### src/rtl/bfloat16_arith_unit_defines.svh
// Assertion macros for the bfloat16 arithmetic unit
`ifndef BFLOAT16_ARITH_UNIT_DEFINES_SVH
`define BFLOAT16_ARITH_UNIT_DEFINES_SVH

// Clocked assertion, disabled while reset is asserted
`define BF_ASSERT(lbl, prop, msg) \
  lbl: assert property (@(posedge clk) disable iff (!rst_n) (prop)) else $error(msg);

// Clocked assertion that also holds during reset
`define BF_ASSERT_ALWAYS(lbl, prop, msg) \
  lbl: assert property (@(posedge clk) (prop)) else $error(msg);

`endif

### src/rtl/bf16_pkg.sv
// Package: operation codes, stage payload types and helper functions
`timescale 1ns / 1ps
package bf16_pkg;

  typedef enum logic [1:0] {
    OP_ADD = 2'd0,
    OP_SUB = 2'd1,
    OP_MUL = 2'd2,
    OP_DIV = 2'd3
  } op_t;

  localparam logic [15:0] QNAN     = 16'h7FC0;
  localparam logic [15:0] INF_BITS = 16'h7F80;
  localparam logic [15:0] SIGN_BIT = 16'h8000;
  localparam int          EXP_BIAS = 127;
  localparam logic [7:0]  EXP_ALL  = 8'hFF;
  localparam logic [6:0]  MANT_MASK = 7'h7F;

  // Division quotient width and number of quotient bits per pipeline stage
  localparam int QW        = 16;
  localparam int DIV_STEPS = 4;
  localparam int DIV_STAGES = QW / DIV_STEPS;

  // Payload carried down the pipe for one request
  typedef struct packed {
    op_t         op;
    logic        done;     // result already known (special case)
    logic [15:0] res;      // result if done
    logic        rs;
    logic signed [10:0] re;
    logic [7:0]  ma;
    logic [7:0]  mb;
    logic [15:0] wide;     // aligned sum / product / quotient
    logic [16:0] rem;      // divide partial remainder
    logic        sub_neg;  // add: signs differ
  } stage_t;

  // Leading-one position plus one (0 for zero), over 17 bits
  function automatic logic [4:0] bitlen17(input logic [16:0] v);
    logic [4:0] n;
    n = 5'd0;
    for (int i = 0; i < 17; i++) begin
      if (v[i]) n = 5'(i + 1);
    end
    return n;
  endfunction

  // Shift needed to bring a 7-bit denormal fraction to hidden-bit form
  function automatic logic [2:0] lz7(input logic [6:0] m);
    logic [2:0] s;
    s = 3'd0;
    for (int i = 0; i < 7; i++) begin
      if (m[i]) s = 3'(7 - i);
    end
    return s;
  endfunction

endpackage

### src/rtl/bf16_stage.sv
// One pipeline register stage with valid bit and stall handling
`timescale 1ns / 1ps
module bf16_stage (
  input  logic             clk,
  input  logic             rst_n,
  input  logic             adv,
  input  logic             d_valid,
  input  bf16_pkg::stage_t d,
  output logic             q_valid,
  output bf16_pkg::stage_t q
);
  import bf16_pkg::*;

  logic   valid_r;
  stage_t data_r;

  always_ff @(posedge clk) begin
    if (!rst_n) begin
      valid_r <= 1'b0;
    end else if (adv) begin
      valid_r <= d_valid;
    end
  end

  always_ff @(posedge clk) begin
    if (adv) begin
      data_r <= d;
    end
  end

  assign q_valid = valid_r;
  assign q       = data_r;

endmodule

### src/rtl/bfloat16_arith_unit.sv
// Top level: pipelined bfloat16 add, subtract, multiply and divide
//
//  channel | ports                                   | direction
//  --------+-----------------------------------------+----------
//  in      | in_valid in_ready in_kind in_operand_a/b | request in
//  out     | out_valid out_ready out_result_bits      | result out
//
// One request enters per cycle, unless the output stalls, through seven
// register stages (decode, align/multiply, four divide stages of four
// quotient bits each, normalise/pack).
// The divider's restoring steps set the depth.
// Reset clears only valid bits. A stall at the output holds every stage;
// in_ready is low only while the last stage holds an unaccepted result.
`timescale 1ns / 1ps
module bfloat16_arith_unit (
  input  logic        clk,
  input  logic        rst_n,
  input  logic        in_valid,
  output logic        in_ready,
  input  logic [1:0]  in_kind,
  input  logic [15:0] in_operand_a,
  input  logic [15:0] in_operand_b,
  output logic        out_valid,
  input  logic        out_ready,
  output logic [15:0] out_result_bits
);
  import bf16_pkg::*;
  `include "bfloat16_arith_unit_defines.svh"

  localparam int NST = DIV_STAGES + 3;

  logic   adv;
  logic   v   [NST];
  stage_t s   [NST];
  logic   dv  [NST];
  stage_t d   [NST];

  assign adv      = !v[NST-1] || out_ready;
  assign in_ready = adv;

  // ---------------- stage 0: decode and special cases ----------------
  always_comb begin
    stage_t  o;
    logic [15:0] a, b;
    logic        sa, sb;
    logic [7:0]  ea, eb;
    logic [6:0]  fa, fb;
    logic        nan_a, nan_b, inf_a, z_a, z_b;
    logic [2:0]  la, lb;
    logic signed [10:0] xa, xb;
    o  = '0;
    a  = in_operand_a;
    b  = (op_t'(in_kind) == OP_SUB) ? (in_operand_b ^ SIGN_BIT) : in_operand_b;
    sa = a[15]; sb = b[15];
    ea = a[14:7]; eb = b[14:7];
    fa = a[6:0];  fb = b[6:0];
    nan_a = (ea == EXP_ALL) && (fa != 7'd0);
    nan_b = (eb == EXP_ALL) && (fb != 7'd0);
    inf_a = (ea == EXP_ALL) && (fa == 7'd0);
    z_a   = (ea == 8'd0) && (fa == 7'd0);
    z_b   = (eb == 8'd0) && (fb == 7'd0);
    la = lz7(fa); lb = lz7(fb);
    o.op = op_t'(in_kind);
    o.rs = sa ^ sb;
    case (o.op) inside
      OP_ADD, OP_SUB: begin
        // add keeps denormals at exponent 1 without hidden bit
        o.ma = (ea != 8'd0) ? {1'b1, fa} : {1'b0, fa};
        o.mb = (eb != 8'd0) ? {1'b1, fb} : {1'b0, fb};
        xa   = (ea != 8'd0) ? 11'(ea) : 11'sd1;
        xb   = (eb != 8'd0) ? 11'(eb) : 11'sd1;
        o.re = xa - xb;          // exponent gap for now
        o.sub_neg = sa ^ sb;
        o.rs = sa;
        // stash exponents in wide for the align stage
        o.wide = {xa[7:0], xb[7:0]};
        if (ea == EXP_ALL) begin
          o.done = 1'b1;
          if (nan_a) o.res = a;
          else if (eb == EXP_ALL) o.res = (nan_b || sa == sb) ? b : QNAN;
          else o.res = a;
        end else if (eb == EXP_ALL) begin
          o.done = 1'b1; o.res = b;
        end else if (z_a) begin
          o.done = 1'b1; o.res = b;
        end else if (z_b) begin
          o.done = 1'b1; o.res = a;
        end else if (o.re > 11'sd8) begin
          o.done = 1'b1; o.res = a;
        end else if (o.re < -11'sd8) begin
          o.done = 1'b1; o.res = b;
        end
      end
      OP_MUL: begin
        o.ma = (ea != 8'd0) ? {1'b1, fa} : 8'({fa, 1'b0} << (la - 3'd1));
        o.mb = (eb != 8'd0) ? {1'b1, fb} : 8'({fb, 1'b0} << (lb - 3'd1));
        xa = (ea != 8'd0) ? 11'(ea) : 11'sd1 - 11'(la);
        xb = (eb != 8'd0) ? 11'(eb) : 11'sd1 - 11'(lb);
        o.re = xa + xb - 11'(EXP_BIAS);
        if (ea == EXP_ALL) begin
          o.done = 1'b1;
          o.res  = fa != 7'd0 ? a : (z_b ? QNAN : ({o.rs, 15'd0} | INF_BITS));
        end else if (eb == EXP_ALL) begin
          o.done = 1'b1;
          o.res  = fb != 7'd0 ? b : (z_a ? QNAN : ({o.rs, 15'd0} | INF_BITS));
        end else if (z_a || z_b) begin
          o.done = 1'b1; o.res = {o.rs, 15'd0};
        end
      end
      default: begin
        o.ma = (ea != 8'd0) ? {1'b1, fa} : 8'({fa, 1'b0} << (la - 3'd1));
        o.mb = (eb != 8'd0) ? {1'b1, fb} : 8'({fb, 1'b0} << (lb - 3'd1));
        xa = (ea != 8'd0) ? 11'(ea) : 11'sd1 - 11'(la);
        xb = (eb != 8'd0) ? 11'(eb) : 11'sd1 - 11'(lb);
        o.re  = xa - xb + 11'(EXP_BIAS);
        o.rem = {1'b0, o.ma, 8'd0};   // dividend ma << 15 handled bitwise
        if (eb == EXP_ALL) begin
          o.done = 1'b1;
          o.res  = nan_b ? b : (inf_a ? QNAN : {o.rs, 15'd0});
        end else if (z_b) begin
          o.done = 1'b1;
          o.res  = z_a ? QNAN : ({o.rs, 15'd0} | INF_BITS);
        end else if (ea == EXP_ALL) begin
          o.done = 1'b1;
          o.res  = nan_a ? a : ({o.rs, 15'd0} | INF_BITS);
        end else if (z_a) begin
          o.done = 1'b1; o.res = {o.rs, 15'd0};
        end
      end
    endcase
    dv[0] = in_valid;
    d[0]  = o;
  end

  // ---------------- stage 1: align and add, or multiply ----------------
  always_comb begin
    stage_t o;
    logic [15:0] am, bm;
    logic [3:0]  gap;
    o = s[0];
    am = {8'd0, s[0].ma};
    bm = {8'd0, s[0].mb};
    case (s[0].op) inside
      OP_ADD, OP_SUB: begin
        if (!s[0].re[10] && s[0].re != 11'sd0) begin
          gap = 4'(s[0].re);
          am  = am << gap;
          o.re = 11'(s[0].wide[7:0]);
        end else begin
          gap = 4'(-s[0].re);
          bm  = bm << gap;
          o.re = 11'(s[0].wide[15:8]);
        end
        if (!s[0].sub_neg) begin
          o.wide = am + bm;
        end else if (am >= bm) begin
          o.wide = am - bm;
        end else begin
          o.wide = bm - am;
          o.rs   = ~s[0].rs;
        end
      end
      OP_MUL: begin
        o.wide = s[0].ma * s[0].mb;
      end
      default: begin
        o.wide = '0;
      end
    endcase
    dv[1] = v[0];
    d[1]  = o;
  end

  // ---------------- stages 2..: restoring divide, four bits each -------
  // Partial remainder r starts as ma; each step r = 2r, subtract mb if fits.
  for (genvar g = 0; g < DIV_STAGES; g++) begin : g_div
    always_comb begin
      stage_t o;
      logic [16:0] r;
      logic [15:0] q;
      o = s[g+1];
      r = (g == 0) ? {9'd0, s[g+1].ma} : s[g+1].rem;
      q = (g == 0) ? 16'd0 : s[g+1].wide;
      if (s[g+1].op == OP_DIV && !s[g+1].done) begin
        for (int k = 0; k < DIV_STEPS; k++) begin
          // first quotient bit compares ma itself (ma << 15 >> 15)
          if (!(g == 0 && k == 0)) r = {r[15:0], 1'b0};
          q = {q[14:0], 1'b0};
          if (r >= {9'd0, s[g+1].mb}) begin
            r    = r - {9'd0, s[g+1].mb};
            q[0] = 1'b1;
          end
        end
        o.rem  = r;
        o.wide = q;
      end
      dv[g+2] = v[g+1];
      d[g+2]  = o;
    end
  end

  // ---------------- last stage: normalise and pack ----------------
  always_comb begin
    stage_t      o;
    stage_t      t;
    logic [4:0]  n;
    logic [4:0]  sh;
    logic [16:0] rm;
    logic signed [10:0] re;
    logic [7:0]  m;
    o  = s[NST-2];
    t  = s[NST-2];
    rm = {1'b0, t.wide};
    re = t.re;
    n  = bitlen17(rm);
    sh = 5'd0;
    m  = 8'd0;
    if (!t.done) begin
      o.done = 1'b1;
      case (t.op) inside
        OP_ADD, OP_SUB: begin
          if (rm == 17'd0) begin
            o.res = 16'd0;
          end else if (!t.sub_neg && n < 5'd8) begin
            o.res = {t.rs, 8'd0, rm[6:0]};
          end else if (n < 5'd8) begin
            sh = 5'd8 - n;
            if (re - $signed(11'(sh)) <= 11'sd0) o.res = 16'd0;
            else begin
              rm = rm << sh;
              re = re - $signed(11'(sh));
              o.res = {t.rs, re[7:0], rm[6:0]};
            end
          end else begin
            sh = n - 5'd8;
            if (re + $signed(11'(sh)) >= 11'sd255) o.res = QNAN;
            else begin
              rm = rm >> sh;
              re = re + $signed(11'(sh));
              o.res = {t.rs, re[7:0], rm[6:0]};
            end
          end
        end
        OP_MUL: begin
          if (t.wide[15]) begin
            m  = t.wide[15:8];
            re = re + 11'sd1;
          end else begin
            m  = t.wide[14:7];
          end
          if (re >= 11'sd255) o.res = {t.rs, 15'd0} | INF_BITS;
          else if (re < -11'sd6) o.res = {t.rs, 15'd0};
          else if (re <= 11'sd0) begin
            m = m >> (3'(11'sd1 - re));
            o.res = {t.rs, 8'd0, m[6:0]};
          end else o.res = {t.rs, re[7:0], m[6:0]};
        end
        default: begin
          rm = {1'b0, t.wide};
          if (!t.wide[15]) begin
            rm = rm << 1;
            re = re - 11'sd1;
          end
          if (re >= 11'sd255) o.res = {t.rs, 15'd0} | INF_BITS;
          else if (re <= 11'sd0) o.res = {t.rs, 15'd0};
          else o.res = {t.rs, re[7:0], rm[14:8]};
        end
      endcase
    end
    dv[NST-1] = v[NST-2];
    d[NST-1]  = o;
  end

  for (genvar g = 0; g < NST; g++) begin : g_pipe
    bf16_stage u_stage (
      .clk     (clk),
      .rst_n   (rst_n),
      .adv     (adv),
      .d_valid (dv[g]),
      .d       (d[g]),
      .q_valid (v[g]),
      .q       (s[g])
    );
  end

  assign out_valid       = v[NST-1];
  assign out_result_bits = s[NST-1].res;

  // Last stage holds its result while stalled
  `BF_ASSERT(a_hold, out_valid && !out_ready |=> out_valid && $stable(out_result_bits), "result lost in stall")
  // Anything reaching the output has been resolved
  `BF_ASSERT(a_done, out_valid |-> s[NST-1].done, "unresolved result at output")
  // Input side stalls only behind a blocked result
  `BF_ASSERT(a_ready, in_ready == (!out_valid || out_ready), "input ready out of step")
  // Reset empties the pipe
  `BF_ASSERT_ALWAYS(a_rst, !rst_n |=> !out_valid, "output valid after reset")

endmodule
### config.mk
export PLATFORM = sky130hd
export DESIGN_NAME = bfloat16_arith_unit
export DESIGN_NICKNAME = d
export VERILOG_FILES = /design/src/rtl/bf16_pkg.sv /design/src/rtl/bf16_stage.sv /design/src/rtl/bfloat16_arith_unit.sv
export VERILOG_INCLUDE_DIRS = /design/src /design/src/rtl
export SDC_FILE = /design/constraint.sdc
export NUM_CORES = 2
export LEC_CHECK = 0
export BUFFER_PORTS_ARGS = -buffer_cell sky130_fd_sc_hd__buf_2
export CAP_MARGIN = 5
export CORE_ASPECT_RATIO = 1.4
export CORE_MARGIN = 2
export CORE_UTILIZATION = 35
export DETAILED_ROUTE_END_ITERATION = 8
export GPL_TIMING_DRIVEN = 0
export PLACE_DENSITY = 0.47
export SKIP_CTS_REPAIR_TIMING = 1
export SLEW_MARGIN = 20
export SYNTH_ARGS = -nofsm -noshare
export SYNTH_HDL_FRONTEND = slang
export SYNTH_SLANG_ARGS = --single-unit
### constraint.sdc
create_clock -name clk -period 16.9 [get_ports clk]
set_input_delay 3.38 -clock clk [delete_from_list [all_inputs] [get_ports clk]]
set_output_delay 3.38 -clock clk [all_outputs]
set_load 0.01 [all_outputs]
Yosys cells after proc, flatten, opt, wreduce, memory -nomap -nowiden
Index checks and enable logic that the tools add are counted.

Logic and storage cells: 345. Input bits: 38. Bits in registers: 452.

Bitwise logic cells: 3. Equality and inequality tests: 13. Add/subtract/negate cells: 36. Shift-type cells: 7. Reduce and logical (&&, ||, !) cells: 38. Muxes and demuxes: 156. Multipliers: 1. $lt $le $gt $ge: 27.

Operators with widths (number): 16-bit 2-to-1 mux (38); 17-bit 2-to-1 mux (34); 17-bit by 8-bit >= comparator with 1-bit output (15); 16-bit by 8-bit subtractor with 16-bit output (11); 11-bit 2-to-1 mux (10); 15-bit 2-to-1 mux (7); 33-bit 2-to-1 mux (3); 8-bit 2-to-1 mux (11); 5-bit 2-to-1 mux (15); 17-bit by 8-bit subtractor with 17-bit output (4); 27-bit 2-to-1 mux (2); 3-bit 2-to-1 mux (14); 11-bit by 9-bit >= comparator with 1-bit output, second input constant (3); 11-bit by 1-bit less-or-equal comparator with 1-bit output, second input constant (3); 8-bit by 4-bit << shifter with 16-bit output (2); 16-bit subtractor (2); 21-bit 2-to-1 mux (1); 1-bit 2-to-1 mux (20); 8-bit by 8-bit subtractor with 9-bit output (2); 16-bit adder (1); 8-bit == test, second input constant (2); 16-bit >= comparator (1); 16-bit logical NOT (1); 8-bit logical NOT (2); other kinds (40) (77).

Logic depth before layout (Yosys ltp)
Depth after elaboration: 25. Mapped depth: 50. Gate-level depth less buffers: 47.

Hierarchy
A second synthesis with hierarchy kept.

Cells, all modules: 4202. Area, all modules: 40766.6 µm².

By module, submodules not included: bfloat16_arith_unit (cells an instance 3614, instances 1, sequential area each 0.0 µm², area each 23486.3 µm²); bf16_stage (cells an instance 84, instances 7, sequential area each 2452.4 µm², area each 2468.6 µm²).

Least setup slack after synthesis
No wires, ideal clock.

Path type: input to output. From: in out_ready. To: out in_ready. Data required time: 13.520 ns. Cell stages on the path: 3. Data arrival time: 11.866 ns. Path slack: 1.654 ns. Path buffers: 1. Cell sequence: nor2b_1 -> clkbuf_1 -> inv_1.

Longest elaborated chain between the ends: 1.

RTL lines: from (decl) (line bfloat16_arith_unit.sv:24) `input logic out_ready,`; 1-bit logical OR (line bfloat16_arith_unit.sv:38) `assign adv = !v[NST-1] || out_ready;`; to (decl) (line bfloat16_arith_unit.sv:19) `output logic in_ready,`.

No other way between the ends.

==> results.json <==
{
  "cpMaxStageDelayCell": "o31ai_1",
  "grt_pass1_wl_mm": 168,
  "hold_viol_final": 0,
  "synth_top_area_share_pct": 36.2,
  "dieArea_sq_um": 103000,
  "ys_seq_area_share_pct": 36.6,
  "crit_path_max_incr_delay_ps": 880,
  "cts_root_buf": "clkbuf_16",
  "dp_slack_ps": 3030,
  "grt_usage_pct": 20.7,
  "drv_cap": 0,
  "synth_flop_cell": "edfxtp_1",
  "fin_util_pct": 38.9,
  "min_path_type": "flop to flop",
  "nets": 4319,
  "r2r_slack_ps": 2940,
  "grt_pass1_vias": 29416,
  "r2r-end": "g_pipe[3].u_stage.q[5]",
  "worstSetupEndpointType": "flop",
  "dp_hpwl_mm": 86.0,
  "dr.pass1.iters": 8,
  "timing.setup.tns_ps": 0,
  "grt_overflow_total": 0,
  "outcome": "finished clean",
  "fp-row-count": 137,
  "cts_buffer_depth": 3,
  "drt-initial-drc-count": 1749,
  "finalCriticalPeriod_ps": 13960,
  "drive_gt1_share_pct": 6.35,
  "drv_slew": 0,
  "power-per-cell-area_nw_per_um2": 172,
  "place_area_sq_um": 37200,
  "arrival_ps": 14300,
  "fp.dieW_microns": 272,
  "antennaDiodeCount": 0,
  "min_path_cells": 0,
  "r2r_start": "g_pipe[2].u_stage.q[35]",
  "numClockSinks": 431,
  "fin_ws_ps": 2940,
  "path_max_fanout": 10,
  "power_leakage_nw": 16.1,
  "finClkSkew_ps": 34.3,
  "wl_per_cell_microns": 20.2,
  "pin_count": 56,
  "worstPathRequired_ps": 17240,
  "fp.dieH_microns": 379,
  "port_buffers": 48,
  "tritoncts": "built",
  "synth-seq-cells": 431,
  "crit_top_cell": "a21o_1",
  "async_reset_ff_share_pct": 0,
  "worst_slew_pin_slew_ps": 1180,
  "ant_nets": 0,
  "start_util_pct": 35.3,
  "yosys.area.top_type": "edfxtp_1",
  "numCtsBuffers": 46,
  "hp-start": "g_pipe[4].u_stage.q[52]",
  "ys_types": 99,
  "drcViolationCount": 0,
  "min_to": "g_pipe[5].u_stage.q[52]",
  "path_clk_slew_ps": 70,
  "synthToLayoutAreaGrowth_pct": 10.1,
  "post_synth.cell_area_avg_sq_um": 9.06,
  "rsz0062_at_grt": "false",
  "synth_warnings": 0,
  "synthesis.area_sq_um": 35100,
  "coreArea_sq_um": 99600,
  "grt_max_degree": 112,
  "hold_ws_ps": 402,
  "final_cell_area_sq_um": 38700,
  "synthCells": 3877,
  "period_share_pct": 82.6,
  "worstRegToRegCells": 48,
  "synth_edf_count": 424,
  "worstSetupPathType": "flop to flop",
  "max_freq_mhz": 71.6,
  "synth_commonest_cells": "nand2_1, edfxtp_1, nor2_1",
  "via_per_inst": 5.47,
  "h-tree-depth": 2,
  "critPathLaunchType": "flop",
  "ys_top_cells_by_area": "edfxtp_1, ha_1, nand2_1, a21oi_1, o21ai_0",
  "synth_nets": 4219,
  "antenna_found_initial": 0,
  "gp_congestion": 0.933,
  "slew-limit-headroom_pct": 20.6,
  "ir_drop_mv": 0.0923,
  "insertion_delay_ps": 620,
  "route.vias.total": 29180,
  "routed_wl_mm": 108,
  "setup_viol": 0,
  "post-synth-top-count-cell": "nand2_1"
}
-- layout by cell type (no fill, tap or decap), drive strengths merged, types with 27 or more instances in the layout --
cell type  count
a211oi        29
buf           72
or2           35
nor4          31
o211ai        35
nand4         35
nor2         312
mux2          45
and2          75
mux2i         81
a21o          86
nand2b        37
o22ai         27
o21bai        39
clkbuf       216
nor2b         55
xor2          71
ha           255
o21a          51
edfxtp       424
nand3         69
nor3          76
a31oi         47
xnor2        119
o21ai        261
nand2        447
a21oi        280
fa            49
inv          262
a21boi        28
-- worst max-delay path: cells and delay by family, from the launching register on --
family	cells	cell delay (ps)
compound gates	22	6170
fa+ha+maj	4	1220
buf+inv	8	2710
flops	1	490
mux	1	220
simple gates	13	2850
-- state kept, by name (all words and copies together) (netlist names) --
name                    flops
g_pipe.u_stage.q_valid      7
g_pipe.u_stage.q          424
-- area by class of cell --
cell class / count / area (sq um)
repair buffers: 52 / 350
multi-input cells: 3008 / 20600
clock inverters: 31 / 349
plain buffers: 181 / 694
well taps: 1320 / 1650
flip-flops and latches: 431 / 12900
fillers: 10124 / 60900
inverters: 257 / 972
clock buffers: 55 / 1180
-- report_power, final --
part           internal [mW]  switching (mW)
registers               1.42           0.131
clock network          0.576           0.458
logic                   1.61            2.48
total                   3.60            3.07
-- worst max path at each step --
stage | endpoint | from | slack [ps]
final | g_pipe[3].u_stage.q[5] | g_pipe[2].u_stage.q[35] | 2940
after floorplan | in_ready | out_ready | 1650
after global routing | g_pipe[3].u_stage.q[8] | g_pipe[2].u_stage.q[35] | 1610
after CTS | g_pipe[3].u_stage.q[5] | g_pipe[2].u_stage.q[35] | 3010
after global placement | in_ready | out_ready | -3260
after detailed placement | g_pipe[3].u_stage.q[5] | g_pipe[2].u_stage.q[35] | 3030
-- cell families (layout without fill, tap and decap cells) --
logic type	after synthesis	count (layout)	synth area share [%]
AOI/OAI and AO/OA	1082	1082	19.8
xor gates and xnor gates	190	190	4.74
adders and majority gates	304	304	11.9
buffers and inverters	438	576	4.72
DFF	431	431	36.6
muxes	138	138	4.52
and+or+nand+nor	1294	1294	17.7
-- through the flow --
step                      std cells  total power, mW
after CTS                      5335             6.69
after floorplan                3877             4.59
after detailed placement       5249             5.61
final                          5335             6.67
after global placement         5245             5.63
after global routing           5335             7.22
-- layer usage --
| metal | global-route usage (%) | vias up | wire length (microns) | share of wire, % |
|---|---|---|---|---|
| met2 | 40.2 | 649 | 57500 | 53 |
| met4 | 8.92 | 0 | 5010 | 4.6 |
| li1 | - | 14369 | - | - |
| met1 | 22.8 | 13949 | 42700 | 40 |
| met5 | 0 | - | 0 | 0 |
| met3 | 1.78 | 213 | 2710 | 2.5 |
Note: power is estimated with default switching activity, not from simulation.
